File: src/rtl/bsthc_pkg.sv
// Shared types, constants and helper functions for the ball search and
// track head control block. No dependencies.
package bsthc_pkg;

	localparam int IMG_WIDTH  = 320;
	localparam int IMG_HEIGHT = 240;

	localparam logic signed [11:0] CENTER_X        = 12'(IMG_WIDTH / 2);
	localparam logic signed [11:0] CENTER_Y_SEARCH = 12'(IMG_HEIGHT / 2);
	localparam logic signed [11:0] CENTER_Y_TRACK  = 12'(IMG_HEIGHT / 3);

	localparam logic signed [15:0] PAN_STEP    = 16'sd32;
	localparam logic signed [15:0] TILT_STEP   = 16'sd16;
	localparam logic signed [15:0] LOST_OFFSET = -16'sd16;
	localparam logic signed [28:0] ROUND_HALF  = 29'sd128;

	localparam int IN_W       = 48;
	localparam int OUT_W      = 64;
	localparam int CFG_IDX_W  = 3;
	localparam int CFG_DATA_W = 16;

	// register reset values and the counter ceiling
	localparam logic        RST_TRACK_ONLY  = 1'b0;
	localparam logic [11:0] RST_PAN_LIMIT   = 12'd1120;
	localparam logic [11:0] RST_TILT_TOP    = 12'd160;
	localparam logic [11:0] RST_TILT_BOTTOM = 12'hE20;
	localparam logic [7:0]  RST_PATIENCE    = 8'd15;
	localparam logic [7:0]  RST_GIVE_UP     = 8'd20;
	localparam logic [15:0] RST_H_GAIN      = 16'd742;
	localparam logic [15:0] RST_V_GAIN      = 16'd821;
	localparam logic [7:0]  COUNT_MAX       = 8'hFF;

	typedef enum logic [CFG_IDX_W-1:0] {
		REG_TRACK_ONLY,
		REG_PAN_LIMIT,
		REG_TILT_TOP,
		REG_TILT_BOTTOM,
		REG_PATIENCE,
		REG_GIVE_UP,
		REG_H_GAIN,
		REG_V_GAIN
	} cfg_idx_t;

	typedef enum logic [1:0] {
		ACT_HOLD,
		ACT_TRACK,
		ACT_SCAN,
		ACT_INIT
	} action_t;

	typedef enum logic [1:0] {
		ST_LOST,
		ST_GIVEN_UP,
		ST_FOUND
	} status_t;

	typedef enum logic [1:0] {
		PH_SWEEP_UP,
		PH_SWEEP_DOWN,
		PH_SWEEP_TILT
	} phase_t;

	typedef struct packed {
		logic [11:0]        pan_limit;
		logic signed [11:0] tilt_top;
		logic signed [11:0] tilt_bottom;
	} scan_cfg_t;

	typedef struct packed {
		logic signed [12:0] target_pan;
		logic signed [12:0] target_tilt;
		phase_t             next_phase;
	} scan_res_t;

	function automatic logic signed [12:0] sat13(input logic signed [15:0] v);
		logic signed [12:0] r;
		if (v > 16'sd4095)
			r = 13'sd4095;
		else if (v < -16'sd4096)
			r = -13'sd4096;
		else
			r = v[12:0];
		return r;
	endfunction

	function automatic logic signed [15:0] sat16(input logic signed [20:0] v);
		logic signed [15:0] r;
		if (v > 21'sd32767)
			r = 16'sh7FFF;
		else if (v < -21'sd32768)
			r = 16'sh8000;
		else
			r = v[15:0];
		return r;
	endfunction

endpackage

File: src/rtl/bsthc_offset.sv
// Angular offset of one ball coordinate from the image center:
// -(pos - center) * gain / 256, round half up, saturated. Uses bsthc_pkg.
module bsthc_offset (
	input  logic signed [10:0] pos,
	input  logic signed [11:0] center,
	input  logic [15:0]        gain,
	output logic signed [15:0] offset
);
	import bsthc_pkg::*;

	logic signed [11:0] neg_diff;
	logic signed [16:0] gain_s;
	logic signed [28:0] prod;
	logic signed [28:0] rnd;

	always_comb begin
		neg_diff = center - {pos[10], pos};
		gain_s   = {1'b0, gain};
		prod     = 29'(neg_diff) * 29'(gain_s);
		rnd      = prod + ROUND_HALF;
		offset   = sat16(rnd[28:8]);
	end

endmodule

File: src/rtl/bsthc_scan.sv
// One step of the three-phase pan/tilt search scan with limit clamping.
// Uses bsthc_pkg.
module bsthc_scan (
	input  bsthc_pkg::phase_t       phase,
	input  logic signed [12:0]      head_pan,
	input  logic signed [12:0]      head_tilt,
	input  bsthc_pkg::scan_cfg_t    cfg,
	output bsthc_pkg::scan_res_t    res
);
	import bsthc_pkg::*;

	logic signed [15:0] lim, nlim, top, bot, pan, tilt;
	logic signed [15:0] p, t;
	phase_t             nxt;

	always_comb begin
		lim  = {4'b0, cfg.pan_limit};
		nlim = -lim;
		top  = 16'(cfg.tilt_top);
		bot  = 16'(cfg.tilt_bottom);
		pan  = 16'(head_pan);
		tilt = 16'(head_tilt);
		nxt  = phase;
		p    = pan + PAN_STEP;
		t    = tilt;
		case (phase)
			PH_SWEEP_DOWN: begin
				t = (tilt == top) ? top : bot;
				p = pan - PAN_STEP;
				if (p < nlim) begin
					p   = nlim;
					nxt = PH_SWEEP_TILT;
				end
			end
			PH_SWEEP_TILT: begin
				if (tilt == top) begin
					t = tilt - TILT_STEP;
					if (p > lim || t < bot) begin
						p   = lim;
						t   = bot;
						nxt = PH_SWEEP_DOWN;
					end
				end else begin
					t = tilt + TILT_STEP;
					if (p > lim || t > top) begin
						p   = lim;
						t   = top;
						nxt = PH_SWEEP_DOWN;
					end
				end
			end
			default: begin
				t = ((top - tilt) > (tilt - bot)) ? bot : top;
				if (p > lim) begin
					p   = lim;
					nxt = PH_SWEEP_DOWN;
				end
			end
		endcase
		res.target_pan  = sat13(p);
		res.target_tilt = sat13(t);
		res.next_phase  = nxt;
	end

endmodule

File: src/rtl/ball_search_and_track_head_control_top.sv
// Ball search and track head control: each accepted input passes through
// the input register, then the result register.
// Throughput 1 item per cycle unless m_tready stalls; the loss counters
// and scan phase close their update loop within the single compute stage.
// Reset (arst_n low): clears valid flags, counters and scan phase, and
// loads the configuration registers with their default values.
module ball_search_and_track_head_control_top (
	input  logic                               clk,
	input  logic                               arst_n,
	input  logic                               s_tvalid,
	output logic                               s_tready,
	// ball_x[10:0], ball_y[21:11], head_pan[34:22], head_tilt[47:35]
	input  logic [bsthc_pkg::IN_W-1:0]         s_tdata,
	output logic                               m_tvalid,
	input  logic                               m_tready,
	// head_action[1:0], target_pan[14:2], target_tilt[27:15],
	// offset_x[43:28], offset_y[59:44], status[61:60], zero[63:62]
	output logic [bsthc_pkg::OUT_W-1:0]        m_tdata,
	input  logic                               cfg_we,
	input  logic [bsthc_pkg::CFG_IDX_W-1:0]    cfg_index,
	input  logic [bsthc_pkg::CFG_DATA_W-1:0]   cfg_data
);
	import bsthc_pkg::*;

	logic               track_only_q;
	logic [11:0]        pan_limit_q;
	logic [11:0]        tilt_top_q;
	logic [11:0]        tilt_bottom_q;
	logic [7:0]         patience_q;
	logic [7:0]         give_up_q;
	logic [15:0]        h_gain_q;
	logic [15:0]        v_gain_q;

	phase_t             phase_q;
	logic [7:0]         no_ball_cnt_q;
	logic [7:0]         lost_cnt_q;

	logic               valid_s1;
	logic [IN_W-1:0]    data_s1;
	logic               m_valid_q;
	logic [OUT_W-1:0]   m_data_q;

	logic               advance;
	logic signed [10:0] ball_x, ball_y;
	logic signed [12:0] head_pan, head_tilt;
	logic               found;
	logic signed [11:0] center_y;
	logic signed [15:0] ox_calc, oy_calc;
	scan_cfg_t          scan_cfg;
	scan_res_t          scan_res;

	action_t            action;
	status_t            status;
	logic signed [12:0] tp, tt;
	logic signed [15:0] ox, oy;
	phase_t             phase_nxt;
	logic [7:0]         no_ball_nxt, lost_nxt;

	assign advance  = !m_valid_q || m_tready;
	assign s_tready = !valid_s1 || advance;
	assign m_tvalid = m_valid_q;
	assign m_tdata  = m_data_q;

	assign ball_x    = data_s1[10:0];
	assign ball_y    = data_s1[21:11];
	assign head_pan  = data_s1[34:22];
	assign head_tilt = data_s1[47:35];
	assign found     = !ball_x[10] && !ball_y[10];
	assign center_y  = track_only_q ? CENTER_Y_TRACK : CENTER_Y_SEARCH;

	assign scan_cfg.pan_limit   = pan_limit_q;
	assign scan_cfg.tilt_top    = tilt_top_q;
	assign scan_cfg.tilt_bottom = tilt_bottom_q;

	bsthc_offset u_off_x (
		.pos    (ball_x),
		.center (CENTER_X),
		.gain   (h_gain_q),
		.offset (ox_calc)
	);

	bsthc_offset u_off_y (
		.pos    (ball_y),
		.center (center_y),
		.gain   (v_gain_q),
		.offset (oy_calc)
	);

	bsthc_scan u_scan (
		.phase     (phase_q),
		.head_pan  (head_pan),
		.head_tilt (head_tilt),
		.cfg       (scan_cfg),
		.res       (scan_res)
	);

	always_comb begin
		action      = ACT_TRACK;
		status      = ST_FOUND;
		tp          = '0;
		tt          = '0;
		ox          = ox_calc;
		oy          = oy_calc;
		phase_nxt   = phase_q;
		no_ball_nxt = '0;
		lost_nxt    = '0;
		if (!found) begin
			ox          = LOST_OFFSET;
			oy          = LOST_OFFSET;
			no_ball_nxt = no_ball_cnt_q;
			if (no_ball_cnt_q < patience_q) begin
				action      = ACT_HOLD;
				no_ball_nxt = no_ball_cnt_q + 8'd1;
			end else if (track_only_q) begin
				action = ACT_INIT;
			end else begin
				action    = ACT_SCAN;
				tp        = scan_res.target_pan;
				tt        = scan_res.target_tilt;
				phase_nxt = scan_res.next_phase;
			end
			lost_nxt = lost_cnt_q;
			if (lost_cnt_q > give_up_q) begin
				status = ST_GIVEN_UP;
			end else begin
				status = ST_LOST;
				if (lost_cnt_q != COUNT_MAX)
					lost_nxt = lost_cnt_q + 8'd1;
			end
		end
	end

	// configuration registers
	always_ff @(posedge clk or negedge arst_n) begin
		if (!arst_n) begin
			track_only_q  <= RST_TRACK_ONLY;
			pan_limit_q   <= RST_PAN_LIMIT;
			tilt_top_q    <= RST_TILT_TOP;
			tilt_bottom_q <= RST_TILT_BOTTOM;
			patience_q    <= RST_PATIENCE;
			give_up_q     <= RST_GIVE_UP;
			h_gain_q      <= RST_H_GAIN;
			v_gain_q      <= RST_V_GAIN;
		end else if (cfg_we) begin
			unique case (cfg_idx_t'(cfg_index))
				REG_TRACK_ONLY:  track_only_q  <= cfg_data[0];
				REG_PAN_LIMIT:   pan_limit_q   <= cfg_data[11:0];
				REG_TILT_TOP:    tilt_top_q    <= cfg_data[11:0];
				REG_TILT_BOTTOM: tilt_bottom_q <= cfg_data[11:0];
				REG_PATIENCE:    patience_q    <= cfg_data[7:0];
				REG_GIVE_UP:     give_up_q     <= cfg_data[7:0];
				REG_H_GAIN:      h_gain_q      <= cfg_data;
				REG_V_GAIN:      v_gain_q      <= cfg_data;
				default: ;
			endcase
		end
	end

	// input stage
	always_ff @(posedge clk or negedge arst_n) begin
		if (!arst_n) begin
			valid_s1 <= 1'b0;
		end else if (s_tready) begin
			valid_s1 <= s_tvalid;
		end
	end

	always_ff @(posedge clk) begin
		if (s_tvalid && s_tready)
			data_s1 <= s_tdata;
	end

	// state and result register
	always_ff @(posedge clk or negedge arst_n) begin
		if (!arst_n) begin
			m_valid_q     <= 1'b0;
			phase_q       <= PH_SWEEP_UP;
			no_ball_cnt_q <= '0;
			lost_cnt_q    <= '0;
		end else if (advance) begin
			m_valid_q <= valid_s1;
			if (valid_s1) begin
				phase_q       <= phase_nxt;
				no_ball_cnt_q <= no_ball_nxt;
				lost_cnt_q    <= lost_nxt;
			end
		end
	end

	always_ff @(posedge clk) begin
		if (advance && valid_s1)
			m_data_q <= {2'b00, status, oy, ox, tt, tp, action};
	end

endmodule

File: config.mk
export PLATFORM = sky130hd
export DESIGN_NAME = ball_search_and_track_head_control_top
export DESIGN_NICKNAME = d
export VERILOG_FILES = /design/src/rtl/bsthc_pkg.sv /design/src/rtl/bsthc_offset.sv /design/src/rtl/bsthc_scan.sv /design/src/rtl/ball_search_and_track_head_control_top.sv
export SDC_FILE = /design/constraint.sdc
export NUM_CORES = 1
export LEC_CHECK = 0
export ABC_CLOCK_PERIOD_IN_PS = 13340
export BUFFER_PORTS_ARGS = -buffer_cell sky130_fd_sc_hd__buf_2
export CAP_MARGIN = 0
export CORE_ASPECT_RATIO = 1.1
export CORE_MARGIN = 3
export CORE_UTILIZATION = 35
export CTS_CLUSTER_SIZE = 8
export DETAILED_ROUTE_END_ITERATION = 8
export PLACE_DENSITY = 0.51
export SLEW_MARGIN = 20
export SYNTH_ARGS = -nofsm -noshare
export SYNTH_HDL_FRONTEND = slang
export SYNTH_SLANG_ARGS = --single-unit
File: constraint.sdc
create_clock -name clk -period 13.34 [get_ports clk]
set_input_delay 0.667 -clock clk [delete_from_list [all_inputs] [get_ports clk]]
set_output_delay 0.667 -clock clk [all_outputs]
set_load 0.03 [all_outputs]
Word-level counts from Yosys, hierarchy flattened

Cells that the tools add are included.

Flip-flop bits (word level): 215
Input bits: 72
Output and inout bits: 66
Logic and storage cells: 137

Add/subtract/negate cells: 13
$mul: 2
Order comparisons: 15
Equal/unequal tests: 15
Muxes and demuxes: 35
Bitwise gates (word level): 3
Reductions and logical operators: 32

Operators by type and width:

| cell                  | count |
|---|---|
| $mux 16               | 14 |
| $pmux 16 s2           | 2 |
| $add 29x9->29 const B | 2 |
| $mul 12x17->29        | 2 |
| $gt 21x16->1 const B  | 2 |
| $lt 21x16->1 const B  | 2 |
| $mux 8                | 5 |
| $gt 16x13->1 const B  | 2 |
| $lt 16x13->1 const B  | 2 |
| $mux 13               | 2 |
| $mux 12               | 2 |
| $add 8x1->8 const B   | 2 |
| $gt 16x13->1          | 1 |
| $gt 16x16->1          | 1 |
| $lt 16x16->1          | 1 |
| $neg 12->16           | 1 |
| $reduce_and 2->1      | 8 |
| $add 13x6->14 const B | 1 |
| $add 13x7->14 const B | 1 |
| $gt 14x12->1          | 1 |
| $lt 14x12->1          | 1 |
| $sub 12x13->14        | 1 |
| $sub 13x12->14        | 1 |
| $sub 13x6->14 const B | 1 |
| 33 further kinds      | 57 |

Depth between registers and ports, before layout

Depth in word-level cells: 9
Gate-level depth with buffers: 32
Gate-level depth less buffers: 28

Modules after synthesis

A second synthesis with hierarchy kept.

Cell total of the unflattened synthesis: 2987
Area, all modules: 27481.4 um^2

By module, submodules not included:

| module                                 | instances | cells each | area an instance (um^2) | sequential area each (um^2) |
|---|---|---|---|---|
| ball_search_and_track_head_control_top | 1         | 544        | 8356.8                  | 5964.5 |
| bsthc_offset (u_off_y)                 | 1         | 857        | 7039.3                  | 0.0 |
| bsthc_offset (u_off_x)                 | 1         | 847        | 7014.2                  | 0.0 |
| bsthc_scan                             | 1         | 739        | 5071.1                  | 0.0 |

Worst setup path after synthesis

Ideal clock, no wire load.

Path type: reg2reg
From: register data_s1[11]
To: register m_data_q[49], in the netlist m_tdata[49] (data pin)
Setup time: 267 ps
Data arrival time: 7235 ps
Data required time: 13073 ps
Slack: 5839 ps
Cell stages (with the launch flop): 30
Buffers on the path: 4
Clock period less this slack: 7501 ps
Cell sequence: edfxtp_1 -> clkbuf_1 -> clkbuf_1 -> inv_1 -> ha_1 -> and3b_1 -> o21a_1 -> nor3b_1 -> nor2_1 -> xnor2_1 -> clkbuf_1 -> nand2_1 -> fa_1 -> inv_1 -> fa_1 -> fa_1 -> fa_1 -> inv_1 -> fa_1 -> inv_1 -> ha_1 -> a21oi_1 -> o21ai_0 -> a2111o_1 -> o22ai_1 -> a311oi_1 -> o21ai_0 -> and2_1 -> buf_2 -> o21ai_0

Word-level cells in the longest chain between the ends: 5
Elaborated cells between the ends (all ways): 7
Those cells by class: 2 x add/sub; 1 x mul; 2 x order compare; 1 x mux; 1 x reduce/logical

RTL lines:

| element                                             | RTL line                                      | RTL |
|---|---|---|
| start, declared                                     | ball_search_and_track_head_control_top.sv:39  | `logic [IN_W-1:0] data_s1;` |
| start signal, assigned                              | ball_search_and_track_head_control_top.sv:170 | `data_s1 <= s_tdata;` |
| $sub 8x11->12 (*)                                   | bsthc_offset.sv:17                            | `neg_diff = center - {pos[10], pos};` |
| $mul 12x17->29 (*)                                  | bsthc_offset.sv:19                            | `prod = 29'(neg_diff) * 29'(gain_s);` |
| $add 29x9->29 (*)                                   | bsthc_offset.sv:20                            | `rnd = prod + ROUND_HALF;` |
| $lt 21x16->1 / $gt 21x16->1 (equally long branches) | bsthc_pkg.sv:90, bsthc_pkg.sv:88              |  |
| $mux 16 / $reduce_or 2->1 (equally long branches)   | n/a                                           |  |
| end signal, assigned                                | ball_search_and_track_head_control_top.sv:192 | `m_data_q <= {2'b00, status, oy, ox, tt, tp, action};` |
| end, declared                                       | ball_search_and_track_head_control_top.sv:41  | `logic [OUT_W-1:0] m_data_q;` |

Every way passes the cells marked *; elsewhere a longest branch is shown, timed or not.
A chain may end at the register's enable or synchronous reset.

Final worst setup path

From: register data_s1[0]
To: register m_data_q[35], in the netlist m_tdata[35] (data pin)

Word-level cells in the longest chain between the ends: 5
Elaborated cells between the ends (all ways): 7
Those cells by class: 2 x add/sub; 1 x mul; 2 x order compare; 1 x mux; 1 x reduce/logical

RTL lines:

| element                                             | RTL line |
|---|---|
| $sub 9x11->12 (*)                                   | bsthc_offset.sv:17 |
| $mul 12x17->29 (*)                                  | bsthc_offset.sv:19 |
| $add 29x9->29 (*)                                   | bsthc_offset.sv:20 |
| $lt 21x16->1 / $gt 21x16->1 (equally long branches) | bsthc_pkg.sv:90, bsthc_pkg.sv:88 |
| $mux 16 / $reduce_or 2->1 (equally long branches)   | n/a |

Marks and branches as above.

==> impl_metrics.json <==
{
  "synth-xor-area-share_pct": 4.011,
  "grtUsageTotal_pct": 18.83,
  "period_needed_ns": 8.379,
  "synth.area.mux_share_pct": 3.028,
  "gp_congestion": 0.9284,
  "synth_seq_cells": 215,
  "synthSimpleGateAreaFrac_pct": 14.93,
  "synth_cell_types": 90,
  "max_freq_ghz": 0.1193,
  "drtIter0Drc": 1071,
  "htreeDepth": 2,
  "rsz0062_at_grt": "no",
  "ys.flop_type": "edfxtp_1",
  "hold_viol": 0,
  "final_common_cell": "inv_1",
  "viasPerCell": 5.094,
  "first_pass_iters": 5,
  "cts_buffer_depth": 3,
  "rr_startpoint": "data_s1[0]$_DFFE_PP_",
  "hold_path.class": "primary input to async pin",
  "root_buffer": "clkbuf_16",
  "start_util_pct": 35.57,
  "wl_per_cell_microns": 18.38,
  "antenna_found_initial": 8,
  "syn_area_sq_um": 26200,
  "fp.dieH_microns": 293.0,
  "die_w_microns": 266.9,
  "setup.reg_to_reg.worst_slack_ns": 4.96,
  "drive_above_1_share_pct": 11.61,
  "grt_pass1_wl_mm": 116.9,
  "cts_tree": "done",
  "required_ns": 13.57,
  "fin_nets": 3569,
  "post_cts_resized": 0,
  "yosys_warnings": 0,
  "worst_pin_slew_ns": 1.117,
  "overflow": 0,
  "clk_latency_ns": 0.54,
  "cts_setup_buffers": 0,
  "via_count": 19980,
  "final_cell_mix": "504 x inv_1, 388 x nand2_1, 282 x fa_1",
  "async_reset_ff_share_pct": 48.84,
  "fin_ws_ns": 4.961,
  "worstSetupPathType": "register to register",
  "run_status": "completed",
  "setup_tns_ns": 0,
  "ys_seq_area_share_pct": 22.77,
  "grt_max_degree": 71,
  "synth_compound_area_share_pct": 11.50,
  "synth_top_family_by_area": "adder cells",
  "core_sq_um": 73650,
  "dp_slack_ns": 4.844,
  "cts-hold-fix-buffers": 0,
  "clock-sinks": 215,
  "crit_path_end_kind": "register",
  "row_count": 104,
  "ant_nets": 0,
  "io-pin-count": 138,
  "synth_adder_area_share_pct": 34.73,
  "timing.final.crit_share_pct": 62.81,
  "io_buffers": 135,
  "grt_pass1_vias": 21250,
  "synth-edff-count": 110,
  "dieArea_sq_um": 78180,
  "worstSetupStartpointType": "register",
  "finalSetupViolCount": 0,
  "drc": 0,
  "rr_worst_depth": 26,
  "place_hpwl_mm": 57.13,
  "synth_area_per_cell_sq_um": 9.180,
  "numCtsBuffers": 34,
  "slew_violations": 0,
  "syn2layout_area_growth_pct": 10.34,
  "r2r_end": "m_tdata[35]$_SDFFCE_PP1P_",
  "relSlewSlack_pct": 25.22,
  "cap_viol_max_count": 0,
  "worstPathArrival_ns": 8.60,
  "clk_pin_slew_worst_paths_ns": 0.06,
  "synth_cells": 2854,
  "clock_skew_ns": 0.02263,
  "drt-total-wl_mm": 72.12,
  "worst-path-max-fanout": 17
}
-- how the worst max path moves through the flow --
stage / slack [ns] / end / cells after the start / from
finish: 4.96 / m_tdata[35]$_SDFFCE_PP1P_ / 26 / data_s1[0]$_DFFE_PP_
floorplan: 5.84 / m_tdata[49]$_SDFFCE_PP1P_ / 29 / data_s1[11]$_DFFE_PP_
CTS: 4.78 / m_tdata[35]$_SDFFCE_PP1P_ / 26 / data_s1[0]$_DFFE_PP_
global route: 4.17 / m_tdata[53]$_SDFFCE_PP1P_ / 27 / data_s1[11]$_DFFE_PP_
detailed placement: 4.84 / m_tdata[35]$_SDFFCE_PP1P_ / 26 / data_s1[0]$_DFFE_PP_
global placement: 5.04 / m_tdata[50]$_SDFFCE_PP1P_ / 25 / data_s1[11]$_DFFE_PP_
-- area by class of cell --
cell class	count	area [sq um]
Fill cell	7404	44740
Clock buffer	56	975.9
Timing Repair Buffer	158	850.8
Inverter	506	1901
Tap cell	954	1194
Antenna cell	5	12.51
Multi-Input combinational cell	2024	17940
Clock inverter	5	68.82
Sequential cell	215	5964
-- flip-flops by register name, indices dropped and copies added (netlist names) --
name and cells:
no_ball_cnt_q 8, patience_q 8, tilt_bottom_q 12, valid_s1 1, lost_cnt_q 8, tilt_top_q 12
pan_limit_q 12, m_tvalid 1, data_s1 48, m_tdata 62, track_only_q 1, v_gain_q 16
h_gain_q 16, give_up_q 8, phase_q 2
-- cells by family after synthesis --
logic type / count (synthesis)
XOR/XNOR: 120
flip-flops: 215
other: 1
buffers and inverters: 616
multiplexers: 72
AND/OR/NAND/NOR: 820
adder cells (fa/ha/maj): 558
AO/OA/AOI/OAI: 452
-- layer usage --
| metal | vias up | wire [microns] | GRT usage, % |
|---|---|---|---|
| met2 | 492 | 33880 | 31.67 |
| li1 | 9548 | - | - |
| met3 | 115 | 3507 | 2.638 |
| met5 | - | 14 | 0 |
| met4 | 2 | 2249 | 5.725 |
| met1 | 9827 | 32470 | 25.21 |
-- critical path: stages (launching register included) --
cell      delay, ns
edfxtp_1       0.64
inv_1          0.16
nand3_1        0.14
a21oi_1        0.25
nor2b_1        0.09
nor3_1         0.71
nor2_2         0.36
and2_1         0.28
fa_1           0.48
inv_1          0.06
fa_1           0.52
inv_1          0.05
fa_1           0.50
fa_1           0.55
inv_1          0.05
fa_1           0.52
inv_1          0.04
ha_1           0.36
and3_1         0.21
a31o_2         0.26
a21o_1         0.17
nor4_1         0.29
nor3_1         0.11
or2_0          0.23
or4_4          0.57
a21oi_4        0.26
o21ai_0        0.18
-- through the flow --
step	cell area, sq um	cells	hold slack [ns]	util, %
2_1_floorplan	26200	2855	0.3714	-
3_3_place_gp	27850	3857	0.4747	37.81
3_5_place_dp	27850	3857	0.4930	37.81
4_1_cts	28890	3918	0.07419	39.23
5_1_grt	28900	3918	0.09984	39.23
6_report	28910	3923	0.08252	39.25
-- synthesized netlist by cell type, types with 7 or more instances --
| cell type | count | area [sq um] |
|---|---|---|
| and3_1 | 19 | 118.9 |
| o221a_2 | 11 | 123.9 |
| nand2b_1 | 17 | 106.4 |
| nand2_1 | 388 | 1456 |
| and4_1 | 7 | 61.31 |
| a21oi_1 | 92 | 460.4 |
| nand4b_1 | 7 | 61.31 |
| and2_1 | 104 | 650.6 |
| dfstp_2 | 27 | 709.4 |
| o211ai_1 | 16 | 120.1 |
| or3_1 | 14 | 87.58 |
| nor4_1 | 8 | 50.05 |
| fa_1 | 282 | 5645 |
| nand4_1 | 23 | 143.9 |
| a211oi_1 | 17 | 127.6 |
| nor2_1 | 97 | 364.1 |
| ha_1 | 276 | 3453 |
| nand3_1 | 42 | 210.2 |
| dfrtp_1 | 78 | 1952 |
| mux2i_1 | 17 | 170.2 |
| o21a_1 | 19 | 142.6 |
| buf_2 | 12 | 60.06 |
| or2_2 | 12 | 75.07 |
| a222oi_1 | 7 | 70.07 |
| xor2_1 | 53 | 464.2 |
| o21ai_0 | 141 | 705.7 |
| o21bai_1 | 9 | 67.56 |
| a21o_1 | 36 | 270.3 |
| nor2b_1 | 18 | 112.6 |
| mux2_2 | 54 | 608.1 |
| o22ai_1 | 9 | 56.30 |
| a221oi_1 | 10 | 87.58 |
| clkbuf_1 | 89 | 334.1 |
| nor3_1 | 40 | 200.2 |
| inv_1 | 505 | 1896 |
| edfxtp_1 | 110 | 3303 |
| o31ai_1 | 12 | 90.09 |
| xnor2_1 | 67 | 586.8 |
Power is left out: the tool's default activity adds up to more than one toggle a clock period on the data nets, which glitch-free logic cannot reach.
